$ cat src/hdl/vfvp_pkg.sv
// Shared types, constants and lookup functions for the voxel face vertex packer.
package vfvp_pkg;

    localparam int COORD_BITS = 9;
    localparam int SUB_BITS = COORD_BITS - 4;
    localparam int QUEUE_DEPTH = 2;
    localparam int QPTR_BITS = $clog2(QUEUE_DEPTH);
    localparam int STEP_BITS = 4;
    localparam int VERTEX_STEPS = 4;
    localparam int TOTAL_STEPS = 10;

    localparam logic OP_APPEND = 1'b0;
    localparam logic OP_START = 1'b1;

    localparam logic KIND_VERTEX = 1'b0;
    localparam logic KIND_INDEX = 1'b1;

    localparam logic [2:0] FACE_TOP = 3'd4;
    localparam logic [2:0] FACE_BOTTOM = 3'd5;

    localparam logic [3:0] BRIGHT_TOP = 4'd15;
    localparam logic [3:0] BRIGHT_BOTTOM = 4'd7;
    localparam logic [3:0] BRIGHT_NORTH = 4'd12;
    localparam logic [3:0] BRIGHT_SIDE = 4'd11;

    localparam logic [1:0] NORTH_FACE_RESET = 2'd2;

    typedef struct packed {
        logic [4:0]  pos_x;
        logic [4:0]  pos_y;
        logic [4:0]  pos_z;
        logic [2:0]  face;
        logic [11:0] tex_layer;
        logic [7:0]  occluders;
        logic [3:0]  bright;
        logic [15:0] base;
    } face_req_t;

    typedef struct packed {
        logic [3:0] x;
        logic [3:0] y;
        logic [3:0] z;
    } corner_mask_t;

    typedef struct packed {
        logic push;
    } queue_wr_t;

    typedef struct packed {
        logic pop;
    } queue_rd_t;

    // Bit i of each mask is the unit offset of corner i along that axis.
    function automatic corner_mask_t face_offsets(input logic [2:0] face);
        corner_mask_t m;
        case (face)
            3'd0: m = '{x: 4'b1001, y: 4'b1100, z: 4'b1111};
            3'd1: m = '{x: 4'b1111, y: 4'b1100, z: 4'b0110};
            3'd2: m = '{x: 4'b0110, y: 4'b1100, z: 4'b0000};
            3'd3: m = '{x: 4'b0000, y: 4'b1100, z: 4'b1001};
            3'd4: m = '{x: 4'b0110, y: 4'b1111, z: 4'b1100};
            3'd5: m = '{x: 4'b1001, y: 4'b0000, z: 4'b1100};
            default: m = '{x: 4'b0000, y: 4'b0000, z: 4'b0000};
        endcase
        return m;
    endfunction

    function automatic logic [1:0] tri_offset(input logic [2:0] t);
        logic [1:0] r;
        case (t)
            3'd0: r = 2'd0;
            3'd1: r = 2'd1;
            3'd2: r = 2'd3;
            3'd3: r = 2'd1;
            3'd4: r = 2'd2;
            3'd5: r = 2'd3;
            default: r = 2'd0;
        endcase
        return r;
    endfunction

endpackage

$ cat src/hdl/voxel_face_vertex_packer.sv
// Top level of the voxel face vertex packer: front end, request queue and back end.
//
// Each append request for a visible face (0 to 5) produces ten results: four vertex
// word pairs followed by six triangle indices, the sixth marked by m_tlast. Results
// leave at one per cycle while m_tready holds and a face is queued, from the back end's
// single output register and step counter. The front end accepts a new request every
// cycle while the two-entry queue has room, so start requests and faces numbered six
// or seven, which produce no results, are accepted at that rate as well.
module voxel_face_vertex_packer (
    input  logic        aclk,
    input  logic        aresetn,
    input  logic        s_tvalid,
    output logic        s_tready,
    // pos_x[4:0], pos_y[9:5], pos_z[14:10], face[17:15], tex_layer[29:18],
    // occluders[37:30], zero padding[39:38]
    input  logic [39:0] s_tdata,
    // opcode[0]
    input  logic [0:0]  s_tuser,
    input  logic        cfg_valid,
    output logic        cfg_ready,
    input  logic [1:0]  cfg_data,
    output logic        m_tvalid,
    input  logic        m_tready,
    // word_low[31:0], word_high[63:32]
    output logic [63:0] m_tdata,
    // kind[0]
    output logic [0:0]  m_tuser,
    output logic        m_tlast
);

    vfvp_pkg::queue_wr_t wr_ctl;
    vfvp_pkg::queue_rd_t rd_ctl;
    vfvp_pkg::face_req_t wr_data;
    vfvp_pkg::face_req_t rd_data;
    logic                queue_full;
    logic                rd_valid;

    vfvp_front u_front (
        .aclk       (aclk),
        .aresetn    (aresetn),
        .s_tvalid   (s_tvalid),
        .s_tready   (s_tready),
        .s_tdata    (s_tdata),
        .s_tuser    (s_tuser),
        .cfg_valid  (cfg_valid),
        .cfg_ready  (cfg_ready),
        .cfg_data   (cfg_data),
        .wr_ctl     (wr_ctl),
        .queue_full (queue_full),
        .wr_data    (wr_data)
    );

    vfvp_queue u_queue (
        .aclk     (aclk),
        .aresetn  (aresetn),
        .wr_ctl   (wr_ctl),
        .wr_data  (wr_data),
        .full     (queue_full),
        .rd_ctl   (rd_ctl),
        .rd_valid (rd_valid),
        .rd_data  (rd_data)
    );

    vfvp_back u_back (
        .aclk     (aclk),
        .aresetn  (aresetn),
        .rd_valid (rd_valid),
        .rd_data  (rd_data),
        .rd_ctl   (rd_ctl),
        .m_tvalid (m_tvalid),
        .m_tready (m_tready),
        .m_tdata  (m_tdata),
        .m_tuser  (m_tuser),
        .m_tlast  (m_tlast)
    );

    a_last_is_index: assert property (@(posedge aclk) disable iff (!aresetn)
        (m_tvalid && m_tlast) |-> (m_tuser[0] == vfvp_pkg::KIND_INDEX))
        else $error("Last marker on a vertex result.");

    a_index_high_zero: assert property (@(posedge aclk) disable iff (!aresetn)
        (m_tvalid && (m_tuser[0] == vfvp_pkg::KIND_INDEX)) |-> (m_tdata[63:32] == '0))
        else $error("Index result with a nonzero high word.");

    a_vertex_ao_level: assert property (@(posedge aclk) disable iff (!aresetn)
        (m_tvalid && (m_tuser[0] == vfvp_pkg::KIND_VERTEX)) |-> (m_tdata[63:61] >= 3'd3))
        else $error("Vertex occlusion level below the minimum.");

    a_pop_needs_entry: assert property (@(posedge aclk) disable iff (!aresetn)
        rd_ctl.pop |-> rd_valid)
        else $error("Queue popped while empty.");

endmodule

$ cat src/hdl/vfvp_front.sv
// Front end: accepts requests, classifies them and queues valid faces with their index base.
module vfvp_front (
    input  logic                aclk,
    input  logic                aresetn,
    input  logic                s_tvalid,
    output logic                s_tready,
    input  logic [39:0]         s_tdata,
    input  logic [0:0]          s_tuser,
    input  logic                cfg_valid,
    output logic                cfg_ready,
    input  logic [1:0]          cfg_data,
    output vfvp_pkg::queue_wr_t wr_ctl,
    input  logic                queue_full,
    output vfvp_pkg::face_req_t wr_data
);

    logic [15:0] count_reg, count_next;
    logic [1:0]  north_reg;
    logic        accept;
    logic        is_start;
    logic        is_face;
    logic [2:0]  face;
    logic [3:0]  bright;

    assign s_tready = !queue_full;
    assign cfg_ready = 1'b1;
    assign accept = s_tvalid && s_tready;
    assign face = s_tdata[17:15];
    assign is_start = (s_tuser[0] == vfvp_pkg::OP_START);
    assign is_face = !is_start && (face <= vfvp_pkg::FACE_BOTTOM);

    always_comb begin
        if (face == vfvp_pkg::FACE_TOP) begin
            bright = vfvp_pkg::BRIGHT_TOP;
        end else if (face == vfvp_pkg::FACE_BOTTOM) begin
            bright = vfvp_pkg::BRIGHT_BOTTOM;
        end else if (face == {1'b0, north_reg}) begin
            bright = vfvp_pkg::BRIGHT_NORTH;
        end else begin
            bright = vfvp_pkg::BRIGHT_SIDE;
        end
    end

    always_comb begin
        count_next = count_reg;
        if (accept && is_start) begin
            count_next = '0;
        end else if (accept && is_face) begin
            count_next = count_reg + 16'd4;
        end
    end

    assign wr_ctl.push = accept && is_face;
    assign wr_data.pos_x = s_tdata[4:0];
    assign wr_data.pos_y = s_tdata[9:5];
    assign wr_data.pos_z = s_tdata[14:10];
    assign wr_data.face = face;
    assign wr_data.tex_layer = s_tdata[29:18];
    assign wr_data.occluders = s_tdata[37:30];
    assign wr_data.bright = bright;
    assign wr_data.base = count_reg;

    always_ff @(posedge aclk) begin
        if (!aresetn) begin
            count_reg <= '0;
            north_reg <= vfvp_pkg::NORTH_FACE_RESET;
        end else begin
            count_reg <= count_next;
            if (cfg_valid && cfg_ready) begin
                north_reg <= cfg_data;
            end
        end
    end

endmodule

$ cat src/hdl/vfvp_queue.sv
// Short queue of face requests between the front and back ends.
module vfvp_queue (
    input  logic                aclk,
    input  logic                aresetn,
    input  vfvp_pkg::queue_wr_t wr_ctl,
    input  vfvp_pkg::face_req_t wr_data,
    output logic                full,
    input  vfvp_pkg::queue_rd_t rd_ctl,
    output logic                rd_valid,
    output vfvp_pkg::face_req_t rd_data
);

    localparam int CNT_BITS = $clog2(vfvp_pkg::QUEUE_DEPTH + 1);

    vfvp_pkg::face_req_t mem [vfvp_pkg::QUEUE_DEPTH];
    logic [vfvp_pkg::QPTR_BITS-1:0] wptr_reg, rptr_reg;
    logic [CNT_BITS-1:0]            cnt_reg, cnt_next;
    logic                           do_push, do_pop;

    assign full = (cnt_reg == CNT_BITS'(vfvp_pkg::QUEUE_DEPTH));
    assign rd_valid = (cnt_reg != '0);
    assign rd_data = mem[rptr_reg];
    assign do_push = wr_ctl.push && !full;
    assign do_pop = rd_ctl.pop && rd_valid;

    always_comb begin
        cnt_next = cnt_reg;
        if (do_push && !do_pop) begin
            cnt_next = cnt_reg + 1'b1;
        end else if (do_pop && !do_push) begin
            cnt_next = cnt_reg - 1'b1;
        end
    end

    always_ff @(posedge aclk) begin
        if (do_push) begin
            mem[wptr_reg] <= wr_data;
        end
    end

    always_ff @(posedge aclk) begin
        if (!aresetn) begin
            wptr_reg <= '0;
            rptr_reg <= '0;
            cnt_reg <= '0;
        end else begin
            cnt_reg <= cnt_next;
            if (do_push) begin
                wptr_reg <= wptr_reg + 1'b1;
            end
            if (do_pop) begin
                rptr_reg <= rptr_reg + 1'b1;
            end
        end
    end

endmodule

$ cat src/hdl/vfvp_back.sv
// Back end: steps through four vertex results and six index results for each queued face.
module vfvp_back (
    input  logic                aclk,
    input  logic                aresetn,
    input  logic                rd_valid,
    input  vfvp_pkg::face_req_t rd_data,
    output vfvp_pkg::queue_rd_t rd_ctl,
    output logic                m_tvalid,
    input  logic                m_tready,
    output logic [63:0]         m_tdata,
    output logic [0:0]          m_tuser,
    output logic                m_tlast
);

    localparam int CB = vfvp_pkg::COORD_BITS;
    localparam int SB = vfvp_pkg::SUB_BITS;

    logic [vfvp_pkg::STEP_BITS-1:0] step_reg, step_next;
    logic        m_valid_reg;
    logic        m_kind_reg;
    logic [31:0] m_lo_reg;
    logic [31:0] m_hi_reg;
    logic        m_last_reg;

    logic        advance;
    logic        final_step;
    logic        is_vertex;
    logic [1:0]  corner;
    logic [1:0]  corner_nx;
    logic [2:0]  tri_step;
    vfvp_pkg::corner_mask_t offs;
    logic [SB-1:0] sx, sy, sz;
    logic [CB-1:0] cx, cy, cz;
    logic [4:0]  u_val, v_val;
    logic        occ_a, occ_b, occ_c;
    logic [2:0]  ao;
    logic [63:0] lo_wide;
    logic [31:0] vert_lo, vert_hi;
    logic [15:0] idx;
    logic        kind_d;
    logic [31:0] lo_d, hi_d;
    logic        last_d;

    assign advance = rd_valid && (!m_valid_reg || m_tready);
    assign final_step = (step_reg == vfvp_pkg::STEP_BITS'(vfvp_pkg::TOTAL_STEPS - 1));
    assign is_vertex = (step_reg < vfvp_pkg::STEP_BITS'(vfvp_pkg::VERTEX_STEPS));
    assign corner = step_reg[1:0];
    assign corner_nx = corner + 2'd1;
    assign tri_step = 3'(step_reg - vfvp_pkg::STEP_BITS'(vfvp_pkg::VERTEX_STEPS));

    assign offs = vfvp_pkg::face_offsets(rd_data.face);
    assign sx = SB'(rd_data.pos_x) + SB'(offs.x[corner]);
    assign sy = SB'(rd_data.pos_y) + SB'(offs.y[corner]);
    assign sz = SB'(rd_data.pos_z) + SB'(offs.z[corner]);
    assign cx = {sx, 4'b0000};
    assign cy = {sy, 4'b0000};
    assign cz = {sz, 4'b0000};
    assign u_val = (corner[0] ^ corner[1]) ? 5'd16 : 5'd0;
    assign v_val = !corner[1] ? 5'd16 : 5'd0;

    assign occ_a = rd_data.occluders[{corner, 1'b0}];
    assign occ_b = rd_data.occluders[{corner, 1'b1}];
    assign occ_c = rd_data.occluders[{corner_nx, 1'b0}];
    assign ao = (occ_a && occ_c) ? 3'd3
              : 3'd7 - 3'(occ_a) - 3'(occ_b) - 3'(occ_c);

    assign lo_wide = 64'(cx) | (64'(cy) << CB) | (64'(cz) << (2 * CB))
                   | (64'(u_val) << (3 * CB));
    assign vert_lo = lo_wide[31:0];
    assign vert_hi = {ao, rd_data.bright, rd_data.bright, rd_data.bright,
                      rd_data.tex_layer, v_val};
    assign idx = rd_data.base + 16'(vfvp_pkg::tri_offset(tri_step));

    always_comb begin
        if (is_vertex) begin
            kind_d = vfvp_pkg::KIND_VERTEX;
            lo_d = vert_lo;
            hi_d = vert_hi;
            last_d = 1'b0;
        end else begin
            kind_d = vfvp_pkg::KIND_INDEX;
            lo_d = 32'(idx);
            hi_d = '0;
            last_d = final_step;
        end
    end

    always_comb begin
        step_next = step_reg;
        if (advance) begin
            step_next = final_step ? '0 : step_reg + 1'b1;
        end
    end

    assign rd_ctl.pop = advance && final_step;

    always_ff @(posedge aclk) begin
        if (!aresetn) begin
            step_reg <= '0;
            m_valid_reg <= 1'b0;
        end else begin
            step_reg <= step_next;
            if (advance) begin
                m_valid_reg <= 1'b1;
            end else if (m_tready) begin
                m_valid_reg <= 1'b0;
            end
        end
    end

    always_ff @(posedge aclk) begin
        if (advance) begin
            m_kind_reg <= kind_d;
            m_lo_reg <= lo_d;
            m_hi_reg <= hi_d;
            m_last_reg <= last_d;
        end
    end

    assign m_tvalid = m_valid_reg;
    assign m_tdata = {m_hi_reg, m_lo_reg};
    assign m_tuser = m_kind_reg;
    assign m_tlast = m_last_reg;

endmodule
$ cat config.mk
export PLATFORM = sky130hd
export DESIGN_NAME = voxel_face_vertex_packer
export DESIGN_NICKNAME = d
export VERILOG_FILES = /design/src/hdl/vfvp_pkg.sv /design/src/hdl/voxel_face_vertex_packer.sv /design/src/hdl/vfvp_front.sv /design/src/hdl/vfvp_queue.sv /design/src/hdl/vfvp_back.sv
export SDC_FILE = /design/constraint.sdc
export NUM_CORES = 1
export LEC_CHECK = 0
export BUFFER_PORTS_ARGS = -buffer_cell sky130_fd_sc_hd__buf_2
export CAP_MARGIN = 10
export CORE_MARGIN = 4
export CORE_UTILIZATION = 34
export CTS_BUF_LIST = sky130_fd_sc_hd__clkbuf_4
export CTS_CLUSTER_SIZE = 14
export DETAILED_ROUTE_END_ITERATION = 7
export PLACE_DENSITY = 0.57
export SLEW_MARGIN = 0
export SYNTH_ARGS = -nofsm -noshare
export SYNTH_HDL_FRONTEND = slang
export SYNTH_SLANG_ARGS = --single-unit
export TNS_END_PERCENT = 1
$ cat constraint.sdc
create_clock -name aclk -period 4.9 [get_ports aclk]
set_clock_uncertainty 0.1 [all_clocks]
set_input_delay 0.49 -clock aclk [delete_from_list [all_inputs] [get_ports aclk]]
set_output_delay 0.49 -clock aclk [all_outputs]
set_load 0.01 [all_outputs]
==> impl_metrics.env, run 1 <==
export IMPL_grt_pass1_wl_mm=22.4
export IMPL_hold_path_depth=3
export IMPL_groute_usage_overall_pct=12.0
export IMPL_drive_gt1_share_pct=25.7
export IMPL_wl_per_cell_um=15.2
export IMPL_p_seq_share_pct=60.5
export IMPL_min_period_ns=3.08
export IMPL_p_sw_share_pct=24.0
export IMPL_cts_setup_buffers=0
export IMPL_yosys_warnings=0
export IMPL_num_rows=53
export IMPL_report_final_slew_viol_count=0
export IMPL_setup_worst_path_class="reg2reg"
export IMPL_p_int_mw=2.25
export IMPL_place_hpwl_mm=9.65
export IMPL_tns_ns=0
export IMPL_hold_start="cfg_data[0]"
export IMPL_worstMarginPinSlew_ns=0.924
export IMPL_syn_cell_area_sq_um=7350
export IMPL_final_nets=697
export IMPL_synth_edf_count=155
export IMPL_start_util_pct=34.7
export IMPL_drt_initial_drc_count=281
export IMPL_h_tree_depth=4
export IMPL_required_ns=5.12
export IMPL_drt_total_wl_mm=14.1
export IMPL_postSynth_asyncResetShare_pct=0
export IMPL_synth_area_top_cells="edfxtp_1, dfxtp_1, mux2i_1, buf_4, mux2_2"
export IMPL_num_fill_cells=1960
export IMPL_antenna_found_initial=2
export IMPL_gp_congestion=0.742
export IMPL_final_common_cell="edfxtp_1"
export IMPL_clkTransAtPathRegs_ns=0.14
export IMPL_hold_violations=0
export IMPL_clock_sinks=181
export IMPL_drv_cap=0
export IMPL_cts_resized=0
export IMPL_dpl_worst_slack_ns=1.79
export IMPL_die_area_sq_um=24000
export IMPL_p_leak_nw=3.09
export IMPL_synth_cell_type_count=46
export IMPL_gr_total_overflow=0
export IMPL_cts_buffer_depth=2
export IMPL_crit_arrival_ns=3.30
export IMPL_p_comb_share_pct=9.3
export IMPL_startpoint_type="flop"
export IMPL_cts_root_buf="clkbuf_4"
export IMPL_ios=117
export IMPL_switching_power_mw=0.710
export IMPL_rsz0062_at_grt="false"
export IMPL_ir_worst_vdd_mv=0.131
export IMPL_synth_seq_cells=181
export IMPL_cts_hold_fix_buffers=37
export IMPL_synth_area_per_cell_sq_um=14.7
export IMPL_relSlewSlack_pct=38.0
export IMPL_instances_no_fill=925
export IMPL_clock_latency_ns=0.57
export IMPL_first_global_vias=4371
export IMPL_min_period_over_period_pct=62.8
export IMPL_finalSetupViolCount=0
export IMPL_run_status="finished, final reports clean"
export IMPL_place_inst=855
export IMPL_yosys_area_top_type_share_pct=63.3
export IMPL_synth_seq_area_share_pct=70.4
export IMPL_yosys_most_used_dff="edfxtp_1"
export IMPL_drc=0
export IMPL_die_height_um=155
export IMPL_finalPower_mw=2.96
export IMPL_first_pass_iters=4
export IMPL_end_kind="flop"
export IMPL_syn_inst=499
export IMPL_tritoncts="yes"
export IMPL_worst_hold_slack_ns=0.0483
export IMPL_largest_register_ff_count=110
export IMPL_r2r_end="u_back.m_lo_reg[8]"
export IMPL_postLayoutSetupSlackWorst_ns=1.82
export IMPL_reg2reg_depth=9
export IMPL_portBuffers=101
export IMPL_vias=4256
export IMPL_hold_path_class="in2reg"
export IMPL_core_area_sq_um=21200
export IMPL_fmax_mhz=325
export IMPL_timing_hold_worst_endpoint="u_front.north_reg[0]"
export IMPL_dieWidth_um=155
export IMPL_yosysTopAreaCell="edfxtp_1"
export IMPL_antenna_left=0
export IMPL_area_growth_pct=19.3
export IMPL_grt_max_degree=44
export IMPL_p_per_area_nw_per_um2=337
export IMPL_critPathMaxFanout=43
export IMPL_reg2reg_slack_ns=1.82
export IMPL_clockPowerShare_pct=30.2
export IMPL_most_common_layout_cells="edfxtp_1, buf_2, nor2_1, mux2i_1, dlygate4sd3_1"
export IMPL_cts_buffers=17
export IMPL_vias_per_cell=4.60
[synthesized netlist by cell type (9+ instances only)]
| master | instances |
|---|---|
| xor2_1 | 11 |
| mux2_2 | 15 |
| nand3_1 | 17 |
| nor2_1 | 42 |
| ha_1 | 12 |
| nand2_1 | 24 |
| xnor2_1 | 9 |
| inv_1 | 10 |
| mux2i_1 | 37 |
| dfxtp_1 | 26 |
| buf_4 | 24 |
| a21oi_1 | 23 |
| edfxtp_1 | 155 |
| o21ai_0 | 20 |
[final cells by class]
type / count / area, sq um / area share [%]
Tap cell: 275 / 344 / 3.92
Clock inverter: 14 / 188 / 2.14
Antenna cell: 1 / 2.50 / 0.0285
Sequential cell: 181 / 5180 / 59.1
Timing Repair Buffer: 145 / 928 / 10.6
Multi-Input combinational cell: 280 / 1950 / 22.3
Inverter: 11 / 41.3 / 0.471
Clock buffer: 18 / 135 / 1.54
[kinds of logic after synthesis]
family | Yosys count | share of synthesized area [%]
buf+inv | 49 | 3.91
fa+ha+maj | 14 | 2.45
mux | 57 | 8.66
simple gates | 122 | 8.00
flops | 181 | 70.4
compound gates | 54 | 4.09
other cells | 2 | 0.102
xor+xnor | 20 | 2.38
[metrics by stage]
step | util (%) | area, sq um
global placement | 38.2 | 8070
CTS | 41.4 | 8770
finish | 41.5 | 8770
floorplan | - | 7390
detailed placement | 38.2 | 8070
global route | 41.5 | 8770
[worst max path at each step]
stage | slack, ns | endpoint | cells past startpoint | startpoint
global placement | 1.82 | u_back.m_lo_reg[8] | 9 | flop
finish | 1.82 | u_back.m_lo_reg[8] | 9 | flop
detailed placement | 1.79 | u_back.m_lo_reg[8] | 9 | flop
global route | 1.54 | u_back.m_lo_reg[8] | 9 | flop
floorplan | 1.0 | u_queue.mem[0][10] | 3 | s_tdata[17]
CTS | 1.76 | u_back.m_lo_reg[8] | 9 | flop
[per-layer routing]
layer,up-vias,GRT usage [%],routed length (um)
li1,2080,-,-
met1,2033,15.1,6280
met2,117,19.3,6450
met3,24,3.98,937
met4,2,4.88,371
met5,-,0,13
[critical path, stage by stage, from the launching register on]
cell and delay (ns):
dfxtp_4 0.83, mux2i_1 0.49, inv_1 0.12, maj3_1 0.36
o21ai_0 0.20, ha_1 0.21, ha_1 0.18, nand3_1 0.10
xnor2_1 0.17, a21oi_1 0.08
[power by group through the flow]
stage | Sequential, mW | Combinational [mW] | Clock, mW
finish | 1.79 | 0.275 | 0.894
global route | 1.80 | 0.308 | 1.00
CTS | 1.79 | 0.281 | 0.923
detailed placement | 1.82 | 0.256 | 0
global placement | 1.82 | 0.251 | 0
floorplan | 1.84 | 0.146 | 0
(Power assumes the default switching activity.)
==> inputs of run 2 (changes only) <==
--- a/config.mk
+++ b/config.mk
@@ -12,7 +12,7 @@
 export CTS_BUF_LIST = sky130_fd_sc_hd__clkbuf_4
 export CTS_CLUSTER_SIZE = 14
 export DETAILED_ROUTE_END_ITERATION = 7
-export PLACE_DENSITY = 0.57
+export PLACE_DENSITY = 0.58
 export SLEW_MARGIN = 0
 export SYNTH_ARGS = -nofsm -noshare
 export SYNTH_HDL_FRONTEND = slang
==> constraint.sdc (replaced) <==
create_clock -name aclk -period 2.5 [get_ports aclk]
set_clock_uncertainty 0.1 [all_clocks]
set_input_delay 0.25 -clock aclk [delete_from_list [all_inputs] [get_ports aclk]]
set_output_delay 0.25 -clock aclk [all_outputs]
set_load 0.01 [all_outputs]
==> run 2 against run 1 <==
Clock power rose by 99%. Critical endpoint is now u_back.m_hi_reg[29]. Largest power group unchanged. Non-clock buffer count is 18 higher. Design area rose by 2.4%. Critical path depth shrank 4. Register-to-register slack lost 1.7 ns. Global-route usage decreased by 0.15 points. Wire length rose by 0.42%.
==> impl_metrics.env, run 2 (same netlist as run 1, synthesis figures left out) <==
export IMPL_h_tree_depth=4
export IMPL_drt_total_wl_mm=14.1
export IMPL_hold_violations=0
export IMPL_num_fill_cells=1950
export IMPL_cts_root_buf="clkbuf_4"
export IMPL_vias_per_cell=4.62
export IMPL_path_buf_inv=1
export IMPL_core_area_sq_um=21200
export IMPL_report_final_slew_viol_count=0
export IMPL_wl_per_cell_um=15.0
export IMPL_cp_cell_sequence="buf_6, mux2_2, mux4_2, fa_1, a21oi_1"
export IMPL_register_area_sq_um=5180
export IMPL_gp_congestion=0.772
export IMPL_num_rows=53
export IMPL_relSlewSlack_pct=60.7
export IMPL_cts_buffers=17
export IMPL_antenna_left=0
export IMPL_multiInputGateArea_sq_um=1960
export IMPL_drt_initial_drc_count=212
export IMPL_gr_total_overflow=0
export IMPL_end_kind="flop"
export IMPL_rsz0062_at_grt="false"
export IMPL_drc=0
export IMPL_tritoncts="yes"
export IMPL_place_hpwl_mm=9.94
export IMPL_run_status="finished, final reports clean"
export IMPL_worstMarginPinSlew_ns=0.585
export IMPL_vias=4358
export IMPL_required_ns=2.69
export IMPL_p_leak_nw=3.20
export IMPL_drv_cap=0
export IMPL_ios=117
export IMPL_dieWidth_um=155
export IMPL_placed_cell_area_sq_um=8190
export IMPL_crit_arrival_ns=2.56
export IMPL_drive_gt1_share_pct=26.7
export IMPL_portBuffers=101
export IMPL_antenna_found_initial=1
export IMPL_fmax_mhz=422
export IMPL_start_util_pct=34.7
export IMPL_final_nets=715
export IMPL_die_height_um=155
export IMPL_cts_setup_buffers=0
export IMPL_hold_path_class="in2reg"
export IMPL_critPathMaxFanout=7
export IMPL_die_area_sq_um=24000
export IMPL_grt_pass1_wl_mm=22.1
export IMPL_most_common_layout_cells="edfxtp_1, buf_2, dlygate4sd3_1, nor2_1, mux2i_1"
export IMPL_p_per_area_nw_per_um2=652
export IMPL_setup_worst_path_class="reg2reg"
export IMPL_area_growth_pct=22.2
export IMPL_first_pass_iters=4
export IMPL_path_delay_family="multiplexers"
export IMPL_min_period_over_period_pct=94.9
export IMPL_clock_sinks=181
export IMPL_largest_register_ff_count=110
export IMPL_cpPeakStageDelay_ns=0.52
export IMPL_final_common_cell="edfxtp_1"
export IMPL_cts_buffer_depth=2
export IMPL_first_global_vias=4304
export IMPL_clock_latency_ns=0.55
export IMPL_groute_usage_overall_pct=11.9
export IMPL_finalSetupViolCount=0
export IMPL_min_period_ns=2.37
export IMPL_worst_hold_slack_ns=0.239
export IMPL_ir_worst_vdd_mv=0.293
export IMPL_slowest_stage="fa_1"
export IMPL_startpoint_type="flop"
export IMPL_postLayoutCellArea_sq_um=8980
export IMPL_clkTransAtPathRegs_ns=0.15
export IMPL_grt_max_degree=36
[run 2: cell types whose count changed in the layout (fill, tap and decap cells not counted), moves of 2 or more]
cell / before / now
buf_4: 7 / 12
inv_6: 7 / 2
clkbuf_4: 18 / 20
clkinv_2: 1 / 3
buf_6: 0 / 2
buf_12: 0 / 3
dlygate4sd3_1: 37 / 45
[run 2: layout make-up]
| cell class | count | share of cell area, % |
|---|---|---|
| Timing Repair Buffer | 163 | 12.6 |
| Clock inverter | 12 | 2.01 |
| Inverter | 11 | 0.460 |
| Sequential cell | 181 | 57.7 |
| Multi-Input combinational cell | 280 | 21.8 |
| Antenna cell | 1 | 0.0279 |
| Tap cell | 275 | 3.83 |
| Clock buffer | 20 | 1.67 |
[run 2: per-stage QoR]
step | instances | setup TNS [ns] | setup slack [ns] | power (mW) | util [%]
final | 943 | 0 | 0.128 | 5.85 | 42.5
after global routing | 943 | 0 | 0.00944 | 6.15 | 42.5
after CTS | 942 | 0 | 0.102 | 5.92 | 42.4
after detailed placement | 865 | 0 | 0.108 | 4.10 | 38.7
after global placement | 865 | 0 | 0.126 | 4.08 | 38.7
after floorplan | 510 | -44.04 | -0.400 | 3.88 | -
[run 2: final timing paths]
| kind | start | end | slack, ns | cells after the start |
|---|---|---|---|---|
| min reg2reg | u_front.count_reg[9] | u_queue.mem[0][9] | 0.42 | 0 |
| max reg2reg | flop | u_back.m_hi_reg[29] | 0.13 | 5 |
| max | flop | u_back.m_hi_reg[29] | 0.13 | 5 |
| min | s_tuser | u_front.count_reg[15] | 0.24 | 4 |
[run 2: power breakdown]
part	switching (mW)	internal (mW)
clock	0.942	0.837
combinational	0.329	0.254
sequential	0.0499	3.44
total	1.32	4.53
[run 2: per-layer routing]
metal | track usage [%] | wire length [um]
met4 | 4.16 | 294
met1 | 15.0 | 6270
met5 | 0 | 0
met3 | 3.62 | 824
met2 | 19.5 | 6720
[run 2: worst min-delay path, stage by stage]
cell     delay (ns)
buf_2          0.09
nand3_1        0.06
nand2_1        0.38
a21oi_1        0.08
[run 2: what timing repair did]
item,4_1_cts,5_1_grt
hold buffers,45,0
resized for setup,0,3
endpoints found under the hold margin,92,0
endpoints found under the setup margin,0,2
